`src/i2c_mrr_pkg.sv`:
```
// i2c_mrr_pkg: types and constants shared by the I2C register-read master.
// Holds the request/response payload structs, configuration and FSM state types.
// No dependencies.
`default_nettype none

package i2c_mrr_pkg;

   // Configuration register indexes
   localparam logic [1:0] CSR_STRETCH_LIMIT     = 2'd0;
   localparam logic [1:0] CSR_ADDRESS_LIMIT     = 2'd1;
   localparam logic [1:0] CSR_TRANSACTION_LIMIT = 2'd2;

   localparam logic [15:0] STRETCH_LIMIT_RESET     = 16'd1000;
   localparam logic [7:0]  ADDRESS_LIMIT_RESET     = 8'd10;
   localparam logic [7:0]  TRANSACTION_LIMIT_RESET = 8'd20;

   localparam logic [3:0] BITS_PER_BYTE = 4'd8;

   // Request opcodes
   localparam logic OP_TICK  = 1'b0;
   localparam logic OP_START = 1'b1;

   typedef enum logic [2:0] {
      PH_IDLE  = 3'd0,
      PH_START = 3'd1,
      PH_SEND  = 3'd2,
      PH_GAP   = 3'd3,
      PH_STOP  = 3'd4,
      PH_RECV  = 3'd5
   } phase_type;

   typedef enum logic [1:0] {
      LEG_WRITE = 2'd0,
      LEG_REG   = 2'd1,
      LEG_READ  = 2'd2
   } leg_type;

   typedef enum logic [1:0] {
      LINE_NONE = 2'd0,
      LINE_SDA  = 2'd1,
      LINE_SCL  = 2'd2
   } line_type;

   typedef struct packed {
      logic        op;
      logic        sda_in;
      logic        scl_in;
      logic [6:0]  slave_address;
      logic [7:0]  register_address;
      logic [15:0] read_length;
   } req_type;

   typedef struct packed {
      logic       scl_drive;
      logic       sda_drive;
      logic       data_valid;
      logic [7:0] read_data;
      logic       data_last;
      logic       busy_res;
      logic       done_res;
      logic       success;
   } rsp_type;

   typedef struct packed {
      logic [15:0] stretch_limit;
      logic [7:0]  address_retry_limit;
      logic [7:0]  transaction_retry_limit;
   } cfg_type;

   // Sequencer state apart from the byte counter, whose width is a parameter
   typedef struct packed {
      phase_type   phase;
      logic [2:0]  sub_step;
      logic [3:0]  bit_count;
      logic [7:0]  shift_byte;
      logic [15:0] wait_count;
      logic [7:0]  address_tries;
      logic [7:0]  transaction_tries;
      logic [6:0]  target_address;
      logic [7:0]  target_register;
      logic        scl_out;
      logic        sda_out;
      line_type    wait_line;
      leg_type     leg;
      logic        stop_is_final;
      logic        final_ok;
   } st_type;

   localparam st_type ST_RESET = '{
      phase:             PH_IDLE,
      sub_step:          3'd0,
      bit_count:         4'd0,
      shift_byte:        8'd0,
      wait_count:        16'd0,
      address_tries:     8'd0,
      transaction_tries: 8'd0,
      target_address:    7'd0,
      target_register:   8'd0,
      scl_out:           1'b1,
      sda_out:           1'b1,
      wait_line:         LINE_NONE,
      leg:               LEG_WRITE,
      stop_is_final:     1'b0,
      final_ok:          1'b0
   };

endpackage

`default_nettype wire

```
`src/i2c_master_register_read.sv`:
```
// i2c_master_register_read: top level of the I2C combined register-read master.
// Instantiates i2c_mrr_csr and i2c_mrr_step; depends on i2c_mrr_pkg.
//
// Usage
//   req_*  : one request per bit-delay period. op = tick carries the sampled
//            SDA/SCL levels; op = start loads address, sub-address and byte
//            count (dropped unless the block is idle).
//   rsp_*  : exactly one response per request, in order: the line drives for
//            the next period, a received byte with its last flag, busy, and a
//            done/success pair after the closing STOP.
//   csr_*  : plain write port (stretch limit, address and transaction retry
//            limits); write only while no request is in flight.
// Path: a request passes from the input register through one step of the
//   sequencer into the response register.
// Throughput: one request per cycle; the sequencer state feeds back over a
//   single step, so the input register drains each cycle the response
//   register is free or being taken.
// Reset: synchronous, active high; sequencer idle with both lines released,
//   limits back to 1000 / 10 / 20, both registers empty.
// Stall: when rsp_ready is low the response holds, one more request waits
//   in the input register, and req_ready drops until the response is taken.
`default_nettype none

module i2c_master_register_read #(
   parameter int LENGTH_WIDTH = 16
) (
   input  wire logic                  clock,
   input  wire logic                  reset,
   input  wire logic                  req_valid,
   output logic                       req_ready,
   input  wire i2c_mrr_pkg::req_type  req_data,
   output logic                       rsp_valid,
   input  wire logic                  rsp_ready,
   output i2c_mrr_pkg::rsp_type       rsp_data,
   input  wire logic                  csr_wr_en,
   input  wire logic [1:0]            csr_index,
   input  wire logic [15:0]           csr_wdata
);
   import i2c_mrr_pkg::*;

   cfg_type cfg;

   // input register
   logic    in_valid_ff, in_valid_in;
   req_type in_data_ff;

   // response register
   logic    rsp_valid_ff, rsp_valid_in;
   rsp_type rsp_data_ff;

   // sequencer state
   st_type                  st_ff, st_in;
   logic [LENGTH_WIDTH-1:0] bytes_left_ff, bytes_left_in;

   rsp_type step_rsp;
   logic    advance;
   logic    take_req;

   i2c_mrr_csr u_csr (
      .clock     (clock),
      .reset     (reset),
      .csr_wr_en (csr_wr_en),
      .csr_index (csr_index),
      .csr_wdata (csr_wdata),
      .cfg       (cfg)
   );

   i2c_mrr_step #(
      .LENGTH_WIDTH (LENGTH_WIDTH)
   ) u_step (
      .st              (st_ff),
      .bytes_left      (bytes_left_ff),
      .req             (in_data_ff),
      .cfg             (cfg),
      .st_next         (st_in),
      .bytes_left_next (bytes_left_in),
      .rsp             (step_rsp)
   );

   // the held request steps the sequencer once the response slot is free
   assign advance   = in_valid_ff && (!rsp_valid_ff || rsp_ready);
   assign req_ready = !in_valid_ff || advance;
   assign take_req  = req_valid && req_ready;

   always_comb begin
      in_valid_in = in_valid_ff;
      if (take_req) begin
         in_valid_in = 1'b1;
      end else if (advance) begin
         in_valid_in = 1'b0;
      end
      rsp_valid_in = rsp_valid_ff;
      if (advance) begin
         rsp_valid_in = 1'b1;
      end else if (rsp_ready) begin
         rsp_valid_in = 1'b0;
      end
   end

   always_ff @(posedge clock) begin
      if (reset) begin
         in_valid_ff   <= 1'b0;
         rsp_valid_ff  <= 1'b0;
         st_ff         <= ST_RESET;
         bytes_left_ff <= '0;
      end else begin
         in_valid_ff  <= in_valid_in;
         rsp_valid_ff <= rsp_valid_in;
         if (advance) begin
            st_ff         <= st_in;
            bytes_left_ff <= bytes_left_in;
         end
      end
   end

   always_ff @(posedge clock) begin
      if (take_req) begin
         in_data_ff <= req_data;
      end
      if (advance) begin
         rsp_data_ff <= step_rsp;
      end
   end

   assign rsp_valid = rsp_valid_ff;
   assign rsp_data  = rsp_data_ff;

endmodule

`default_nettype wire

```
`src/i2c_mrr_csr.sv`:
```
// i2c_mrr_csr: configuration registers of the I2C register-read master.
// Depends on i2c_mrr_pkg.
`default_nettype none

module i2c_mrr_csr (
   input  wire logic                 clock,
   input  wire logic                 reset,
   input  wire logic                 csr_wr_en,
   input  wire logic [1:0]           csr_index,
   input  wire logic [15:0]          csr_wdata,
   output i2c_mrr_pkg::cfg_type      cfg
);
   import i2c_mrr_pkg::*;

   cfg_type cfg_ff;
   cfg_type cfg_in;

   always_comb begin
      cfg_in = cfg_ff;
      if (csr_wr_en) begin
         case (csr_index)
            CSR_STRETCH_LIMIT:     cfg_in.stretch_limit = csr_wdata;
            CSR_ADDRESS_LIMIT:     cfg_in.address_retry_limit = csr_wdata[7:0];
            CSR_TRANSACTION_LIMIT: cfg_in.transaction_retry_limit = csr_wdata[7:0];
            default:               cfg_in = cfg_ff;
         endcase
      end
   end

   always_ff @(posedge clock) begin
      if (reset) begin
         cfg_ff.stretch_limit           <= STRETCH_LIMIT_RESET;
         cfg_ff.address_retry_limit     <= ADDRESS_LIMIT_RESET;
         cfg_ff.transaction_retry_limit <= TRANSACTION_LIMIT_RESET;
      end else begin
         cfg_ff <= cfg_in;
      end
   end

   assign cfg = cfg_ff;

endmodule

`default_nettype wire

```
`src/i2c_mrr_step.sv`:
```
// i2c_mrr_step: one bit-period step of the I2C register-read sequencer.
// Purely combinational: current state and request in, next state and response out.
// Depends on i2c_mrr_pkg.
`default_nettype none

module i2c_mrr_step #(
   parameter int LENGTH_WIDTH = 16
) (
   input  wire i2c_mrr_pkg::st_type   st,
   input  wire logic [LENGTH_WIDTH-1:0] bytes_left,
   input  wire i2c_mrr_pkg::req_type  req,
   input  wire i2c_mrr_pkg::cfg_type  cfg,
   output i2c_mrr_pkg::st_type        st_next,
   output logic [LENGTH_WIDTH-1:0]    bytes_left_next,
   output i2c_mrr_pkg::rsp_type       rsp
);
   import i2c_mrr_pkg::*;

   function automatic st_type go(st_type s, phase_type ph);
      st_type r;
      r          = s;
      r.phase    = ph;
      r.sub_step = 3'd0;
      return r;
   endfunction

   function automatic st_type final_stop(st_type s, logic ok);
      st_type r;
      r               = s;
      r.stop_is_final = 1'b1;
      r.final_ok      = ok;
      return go(r, PH_STOP);
   endfunction

   function automatic st_type arm_wait(st_type s, line_type line);
      st_type r;
      r            = s;
      r.wait_line  = line;
      r.wait_count = 16'd0;
      return r;
   endfunction

   function automatic st_type fail_attempt(st_type s, cfg_type c);
      st_type r;
      r                   = s;
      r.transaction_tries = s.transaction_tries + 8'd1;
      if (r.transaction_tries >= c.transaction_retry_limit || c.address_retry_limit == 8'd0) begin
         r = final_stop(r, 1'b0);
      end else begin
         r.leg           = LEG_WRITE;
         r.address_tries = 8'd0;
         r               = go(r, PH_START);
      end
      return r;
   endfunction

   function automatic st_type begin_access(st_type s, cfg_type c, leg_type which);
      st_type r;
      r = s;
      if (c.address_retry_limit == 8'd0) begin
         r = fail_attempt(r, c);
      end else begin
         r.leg           = which;
         r.address_tries = 8'd0;
         r               = go(r, PH_START);
      end
      return r;
   endfunction

   function automatic st_type next_address_try(st_type s, cfg_type c);
      st_type r;
      r               = s;
      r.address_tries = s.address_tries + 8'd1;
      if (r.address_tries >= c.address_retry_limit) begin
         r = fail_attempt(r, c);
      end else begin
         r = go(r, PH_START);
      end
      return r;
   endfunction

   function automatic st_type begin_send(st_type s, logic [7:0] value);
      st_type r;
      r            = s;
      r.shift_byte = value;
      r.bit_count  = 4'd0;
      return go(r, PH_SEND);
   endfunction

   function automatic st_type after_send(st_type s, cfg_type c, logic acked, logic none_left);
      st_type r;
      r = s;
      if (s.leg == LEG_REG) begin
         r = acked ? begin_access(r, c, LEG_READ) : fail_attempt(r, c);
      end else if (!acked) begin
         r = go(r, PH_GAP);
      end else if (s.leg == LEG_WRITE) begin
         r.leg = LEG_REG;
         r     = begin_send(r, s.target_register);
      end else if (none_left) begin
         r = final_stop(r, 1'b1);
      end else begin
         r.bit_count  = 4'd0;
         r.shift_byte = 8'd0;
         r            = go(r, PH_RECV);
      end
      return r;
   endfunction

   st_type n;
   logic [LENGTH_WIDTH-1:0] bl_n;
   logic run;
   logic level;
   logic dv;
   logic last;
   logic done;
   logic ok;
   logic [7:0] data;

   always_comb begin
      n     = st;
      bl_n  = bytes_left;
      run   = 1'b1;
      dv    = 1'b0;
      last  = 1'b0;
      done  = 1'b0;
      ok    = 1'b0;
      data  = 8'd0;
      level = 1'b0;

      if (req.op == OP_START) begin
         // a command while busy is dropped without a tick
         run = 1'b0;
         if (st.phase == PH_IDLE) begin
            n.target_address    = req.slave_address;
            n.target_register   = req.register_address;
            bl_n                = req.read_length[LENGTH_WIDTH-1:0];
            n.transaction_tries = 8'd0;
            n.wait_line         = LINE_NONE;
            n.scl_out           = 1'b1;
            n.sda_out           = 1'b1;
            if (cfg.transaction_retry_limit == 8'd0) begin
               n = final_stop(n, 1'b0);
            end else begin
               n = begin_access(n, cfg, LEG_WRITE);
            end
         end
      end else if (st.phase == PH_IDLE) begin
         run       = 1'b0;
         n.scl_out = 1'b1;
         n.sda_out = 1'b1;
      end

      // clock stretching / released-line poll
      if (run && n.wait_line != LINE_NONE) begin
         level = (n.wait_line == LINE_SDA) ? req.sda_in : req.scl_in;
         if (!level && n.wait_count < cfg.stretch_limit) begin
            n.wait_count = n.wait_count + 16'd1;
            run          = 1'b0;
         end else begin
            n.wait_line = LINE_NONE;
         end
      end

      if (run) begin
         case (n.phase)
            PH_START: begin
               case (n.sub_step)
                  3'd0: begin
                     n.sda_out  = 1'b1;
                     n          = arm_wait(n, LINE_SDA);
                     n.sub_step = 3'd1;
                  end
                  3'd1: begin
                     n.scl_out  = 1'b1;
                     n          = arm_wait(n, LINE_SCL);
                     n.sub_step = 3'd2;
                  end
                  3'd2: begin
                     if (!req.sda_in || !req.scl_in) begin
                        n = next_address_try(n, cfg);
                     end else begin
                        n.sda_out  = 1'b0;
                        n.sub_step = 3'd3;
                     end
                  end
                  default: begin
                     n.scl_out = 1'b0;
                     n = begin_send(n, {n.target_address, (n.leg == LEG_READ)});
                  end
               endcase
            end
            PH_SEND: begin
               case (n.sub_step)
                  3'd0: begin
                     n.scl_out  = 1'b0;
                     n.sub_step = 3'd1;
                  end
                  3'd1: begin
                     if (n.shift_byte[3'd7 - n.bit_count[2:0]]) begin
                        n.sda_out = 1'b1;
                        n         = arm_wait(n, LINE_SDA);
                     end else begin
                        n.sda_out = 1'b0;
                     end
                     n.sub_step = 3'd2;
                  end
                  3'd2: begin
                     n.scl_out  = 1'b1;
                     n          = arm_wait(n, LINE_SCL);
                     n.sub_step = 3'd3;
                  end
                  3'd3: begin
                     n.scl_out   = 1'b0;
                     n.bit_count = n.bit_count + 4'd1;
                     n.sub_step  = (n.bit_count >= BITS_PER_BYTE) ? 3'd4 : 3'd1;
                  end
                  3'd4: begin
                     n.sda_out  = 1'b1;
                     n.sub_step = 3'd5;
                  end
                  3'd5: begin
                     n.scl_out  = 1'b1;
                     n          = arm_wait(n, LINE_SCL);
                     n.sub_step = 3'd6;
                  end
                  default: begin
                     n.scl_out = 1'b0;
                     n = after_send(n, cfg, !req.sda_in, bl_n == '0);
                  end
               endcase
            end
            PH_GAP: begin
               if (n.sub_step == 3'd0) begin
                  n.sub_step = 3'd1;
               end else begin
                  n.stop_is_final = 1'b0;
                  n = go(n, PH_STOP);
               end
            end
            PH_STOP: begin
               case (n.sub_step)
                  3'd0: begin
                     n.scl_out  = 1'b0;
                     n.sub_step = 3'd1;
                  end
                  3'd1: begin
                     n.sda_out  = 1'b0;
                     n.sub_step = 3'd2;
                  end
                  3'd2: begin
                     n.scl_out  = 1'b1;
                     n          = arm_wait(n, LINE_SCL);
                     n.sub_step = 3'd3;
                  end
                  3'd3: begin
                     n.sda_out  = 1'b1;
                     n          = arm_wait(n, LINE_SDA);
                     n.sub_step = 3'd4;
                  end
                  default: begin
                     if (n.stop_is_final) begin
                        done = 1'b1;
                        ok   = n.final_ok;
                        n    = go(n, PH_IDLE);
                     end else begin
                        n = next_address_try(n, cfg);
                     end
                  end
               endcase
            end
            PH_RECV: begin
               case (n.sub_step)
                  3'd0: begin
                     n.sda_out  = 1'b1;
                     n.scl_out  = 1'b1;
                     n          = arm_wait(n, LINE_SCL);
                     n.sub_step = 3'd1;
                  end
                  3'd1: begin
                     n.shift_byte = {n.shift_byte[6:0], req.sda_in};
                     n.scl_out    = 1'b0;
                     n.bit_count  = n.bit_count + 4'd1;
                     if (n.bit_count >= BITS_PER_BYTE) begin
                        bl_n       = bl_n - LENGTH_WIDTH'(1);
                        dv         = 1'b1;
                        data       = n.shift_byte;
                        last       = (bl_n == '0);
                        n.sub_step = 3'd2;
                     end else begin
                        n.sub_step = 3'd0;
                     end
                  end
                  3'd2: begin
                     // ACK while bytes remain, NACK on the last one
                     if (bl_n != '0) begin
                        n.sda_out = 1'b0;
                     end else begin
                        n.sda_out = 1'b1;
                        n         = arm_wait(n, LINE_SDA);
                     end
                     n.sub_step = 3'd3;
                  end
                  3'd3: begin
                     n.scl_out  = 1'b1;
                     n          = arm_wait(n, LINE_SCL);
                     n.sub_step = 3'd4;
                  end
                  default: begin
                     n.scl_out = 1'b0;
                     if (bl_n == '0) begin
                        n = final_stop(n, 1'b1);
                     end else begin
                        n.bit_count  = 4'd0;
                        n.shift_byte = 8'd0;
                        n.sub_step   = 3'd0;
                     end
                  end
               endcase
            end
            default: begin
               n         = go(n, PH_IDLE);
               n.scl_out = 1'b1;
               n.sda_out = 1'b1;
            end
         endcase
      end
   end

   assign st_next         = n;
   assign bytes_left_next = bl_n;

   always_comb begin
      rsp.scl_drive  = n.scl_out;
      rsp.sda_drive  = n.sda_out;
      rsp.data_valid = dv;
      rsp.read_data  = data;
      rsp.data_last  = last;
      rsp.busy_res   = (n.phase != PH_IDLE);
      rsp.done_res   = done;
      rsp.success    = ok;
   end

endmodule

`default_nettype wire

```
`config.mk`:
```
export PLATFORM = sky130hd
export DESIGN_NAME = i2c_master_register_read
export DESIGN_NICKNAME = d
export VERILOG_FILES = /design/src/i2c_mrr_pkg.sv /design/src/i2c_master_register_read.sv /design/src/i2c_mrr_csr.sv /design/src/i2c_mrr_step.sv
export SDC_FILE = /design/constraint.sdc
export NUM_CORES = 1
export LEC_CHECK = 0
export BUFFER_PORTS_ARGS = -buffer_cell sky130_fd_sc_hd__buf_2
export CAP_MARGIN = 20
export CORE_MARGIN = 2
export CORE_UTILIZATION = 55
export DETAILED_ROUTE_END_ITERATION = 10
export PLACE_DENSITY = 0.84
export SETUP_SLACK_MARGIN = 0.3
export SYNTH_ARGS = -nofsm -noshare
export SYNTH_HDL_FRONTEND = slang
export SYNTH_SLANG_ARGS = --single-unit
```
`constraint.sdc`:
```
create_clock -name clock -period 5.3 [get_ports clock]
set_clock_uncertainty 0.2 [all_clocks]
set_input_delay 1.06 -clock clock [delete_from_list [all_inputs] [get_ports clock]]
set_output_delay 1.06 -clock clock [all_outputs]
set_load 0.01 [all_outputs]
```
==> results.yml <==
worst_setup_path:
  startpoint_type: "flop"
  path_class: "reg -> reg"
  r2r_cells: 15
  worstPathArrival_ps: 4920
  critPathMaxFanout: 9
  worst_setup_path_end_kind: "flop"
  cp_cell_sequence: "nor4_2 > nand2_2 > o31ai_2 > ha_1 > and3_1 > nand4_1 > xor2_1 > ha_1 > nand3_1 > or3_1 > and2_4 > o2111a_1 > o211ai_1 > a21oi_1 > a211oi_1"
  slowest_delay_ps: 560
  slowest_stage: "o211ai_1"
  cp_common_cell: "ha_1"
  required_ps: 5460
timing:
  min_period_ps: 4760
  worstMarginPinSlew_ps: 978
  hold_violations: 0
  fin_crit_sh_pct: 89.8
  fmax_ghz: 0.210
  setup_viol: 0
  slew_headroom_pct: 34.6
  setup_ws_ps: 538
  holdWs_ps: 256
  rsz0062_at_grt: "false"
  tns_ps: 0
  drv_slew: 0
synth:
  syn_inst: 1225
  synthArstFlopShare_pct: 0
  synth-seq-cells: 172
  ys.flop_type: "dfxtp_1"
  synth.yosys.seq_area_share_pct: 38.7
  yosys.area.top_type: "dfxtp_1"
  syn_area_um2: 10200
  synth_fa_ha_area_share_pct: 4.55
  synth_edf_count: 49
  yosys.area_share.simple_pct: 24.0
  synthXorXnorAreaFrac_pct: 2.50
  synth_compound_area_share_pct: 21.5
  yosys-top-cells-area: "dfxtp_1 (24%), edfxtp_1 (14%), nand2_1 (6.1%), a21oi_1 (5.4%), ha_1 (4.6%)"
  ys_warn_count: 0
  synth_top_family_by_area: "simple AND/OR/NAND/NOR gates"
  synthesis.nets: 1319
  synth_common_cells: "nand2_1 (164), dfxtp_1 (123), nor2_1 (120), a21oi_1 (109), o21ai_0 (63)"
  syn_area_per_cell_um2: 8.30
  yosysUniqueCellTypes: 84
  yosysMostFrequentCell: "nand2_1"
  synth_top_area_share_pct: 24.2
  muxShareOfSynthArea_pct: 3.90
placement:
  dp_hpwl_um: 19900
  io_buffers: 73
  dp_cells: 1481
  pre_cts_slack_ps: 203
  place_congestion: 1.02
floorplan:
  fp.dieH_um: 140
  ios: 74
  fp.coreArea_um2: 18000
  die_x_um: 140
  rows: 49
  die-area_um2: 19600
  initial_core_util_pct: 56.4
finish:
  area_growth_pct: 11.2
  fin_nets: 1366
  drive_above_1_share_pct: 13.3
  n_fill_cell: 1518
  fin_cells: 1514
  insertedDiodeCount: 0
clock_tree:
  clock_latency_ps: 450
  cts_tree: "built"
  cts_hold_buffers: 0
  cts_resized: 3
  cts_buffers: 17
  cts_htree_levels: 4
  cts_setup_buffers: 0
  cts_sinks: 172
  clock_path_buffers: 2
  root_buffer: "clkbuf_16"
  clkSlewWorstSetupHoldPaths_ps: 70
routing:
  drtIter0Drc: 1404
  vias: 9887
  dr.pass1.iters: 7
  routed_wl_um: 29100
  avgViaCountPerCell: 6.53
  drcViolationCount: 0
  ant_nets: 0
  wl_per_cell_um: 19.2
global_routing:
  grt_pass1_vias: 9339
  overflow: 0
  grt_max_degree: 69
  track_usage_pct: 29.7
  antenna_found_initial: 0
  grt_pass1_wl_um: 47200
pwr:
  p_per_area_nw_per_um2: 264
  peakVddDrop_v: 0.000210
  p_leak_nw: 4.15
min_path:
  holdPathStages: 2
  hold_path.class: "reg -> reg"
status:
  status: "complete, no violations"
run:
  maxCapViolations: 0
## cell usage in the layout (no fill, tap or decap), drive strengths merged, types with 7 or more instances in the layout
| cell type | instances |
|---|---|
| nand2 | 164 |
| dfxtp | 123 |
| nor2 | 121 |
| a21oi | 111 |
| buf | 99 |
| o21ai | 69 |
| inv | 53 |
| edfxtp | 49 |
| nor3 | 49 |
| nand3 | 40 |
| ha | 37 |
| mux2i | 34 |
| nor4 | 24 |
| clkbuf | 18 |
| a211oi | 17 |
| xor2 | 17 |
| and2 | 16 |
| and3 | 15 |
| o211ai | 15 |
| a31oi | 14 |
| or3 | 13 |
| xnor2 | 12 |
| o31ai | 12 |
| nand4 | 11 |
| a22oi | 11 |
| a311oi | 9 |
| nor2b | 8 |
| or4b | 8 |
| a2111oi | 8 |
| nor4b | 7 |
| nand2b | 7 |
## report_power, final
part | internal, mW | leakage (nW) | switching (mW)
clock network | 0.616 | 0.267 | 0.578
logic | 0.121 | 2.43 | 0.234
registers | 1.40 | 1.46 | 0.0349
## final timing paths
kind                              startpoint   endpoint  slack (ps)
worst min-delay path               st_ff[20]  st_ff[20]         260
worst min register to register     st_ff[20]  st_ff[20]         260
worst max-delay path            u_csr.cfg[8]  st_ff[31]         540
worst max register to register  u_csr.cfg[8]  st_ff[31]         540
## cell families (layout without fill, tap and decap cells)
group           Yosys count  in the layout
simple gates            499            499
fa+ha+maj                37             37
compound gates          333            333
xor+xnor                 29             29
flops                   172            172
buf+inv                 118            178
mux                      37             37
## worst max-delay path: cells and delay by family, from the launching register on
family	cells	cell delay, ps
simple gates	7	1800
compound gates	5	1480
fa+ha+maj	2	610
flops	1	340
xor+xnor	1	230
## metal layers
metal  wire length [µm]  vias to the layer above  share of wire (%)  GRT usage [%]
li1                   -                     4617                  -              -
met4               1060                        0                3.7           13.1
met1              12100                     4613                 42           39.4
met3               2590                      102                8.9           5.88
met2              13300                      555                 46           47.2
met5                  0                        -                  0              0
## registers in the layout (all words and copies together), names as in the netlist
register,flops
bytes_left_ff,16
in_data_ff,34
in_valid_ff,1
rsp_data,15
rsp_valid,1
st_ff,73
u_csr.cfg,32
## area by class of cell
type / instances / area, µm² / share of cell area, %
clock buffers: 18 / 429 / 3.80
clock inverters: 14 / 126 / 1.12
repair buffers: 99 / 567 / 5.01
flip-flops and latches: 172 / 3930 / 34.8
well taps: 229 / 287 / 2.53
inverters: 47 / 176 / 1.56
multi-input cells: 935 / 5790 / 51.2
## through the flow
step / utilization (%) / instance area, µm² / power [mW]
floorplan: - / 10200 / 1.69
global placement: 59.4 / 10700 / 1.79
detailed placement: 59.4 / 10700 / 1.80
CTS: 62.5 / 11300 / 2.98
global route: 62.7 / 11300 / 3.08
finish: 62.7 / 11300 / 2.98
(Power assumes the default switching activity.)
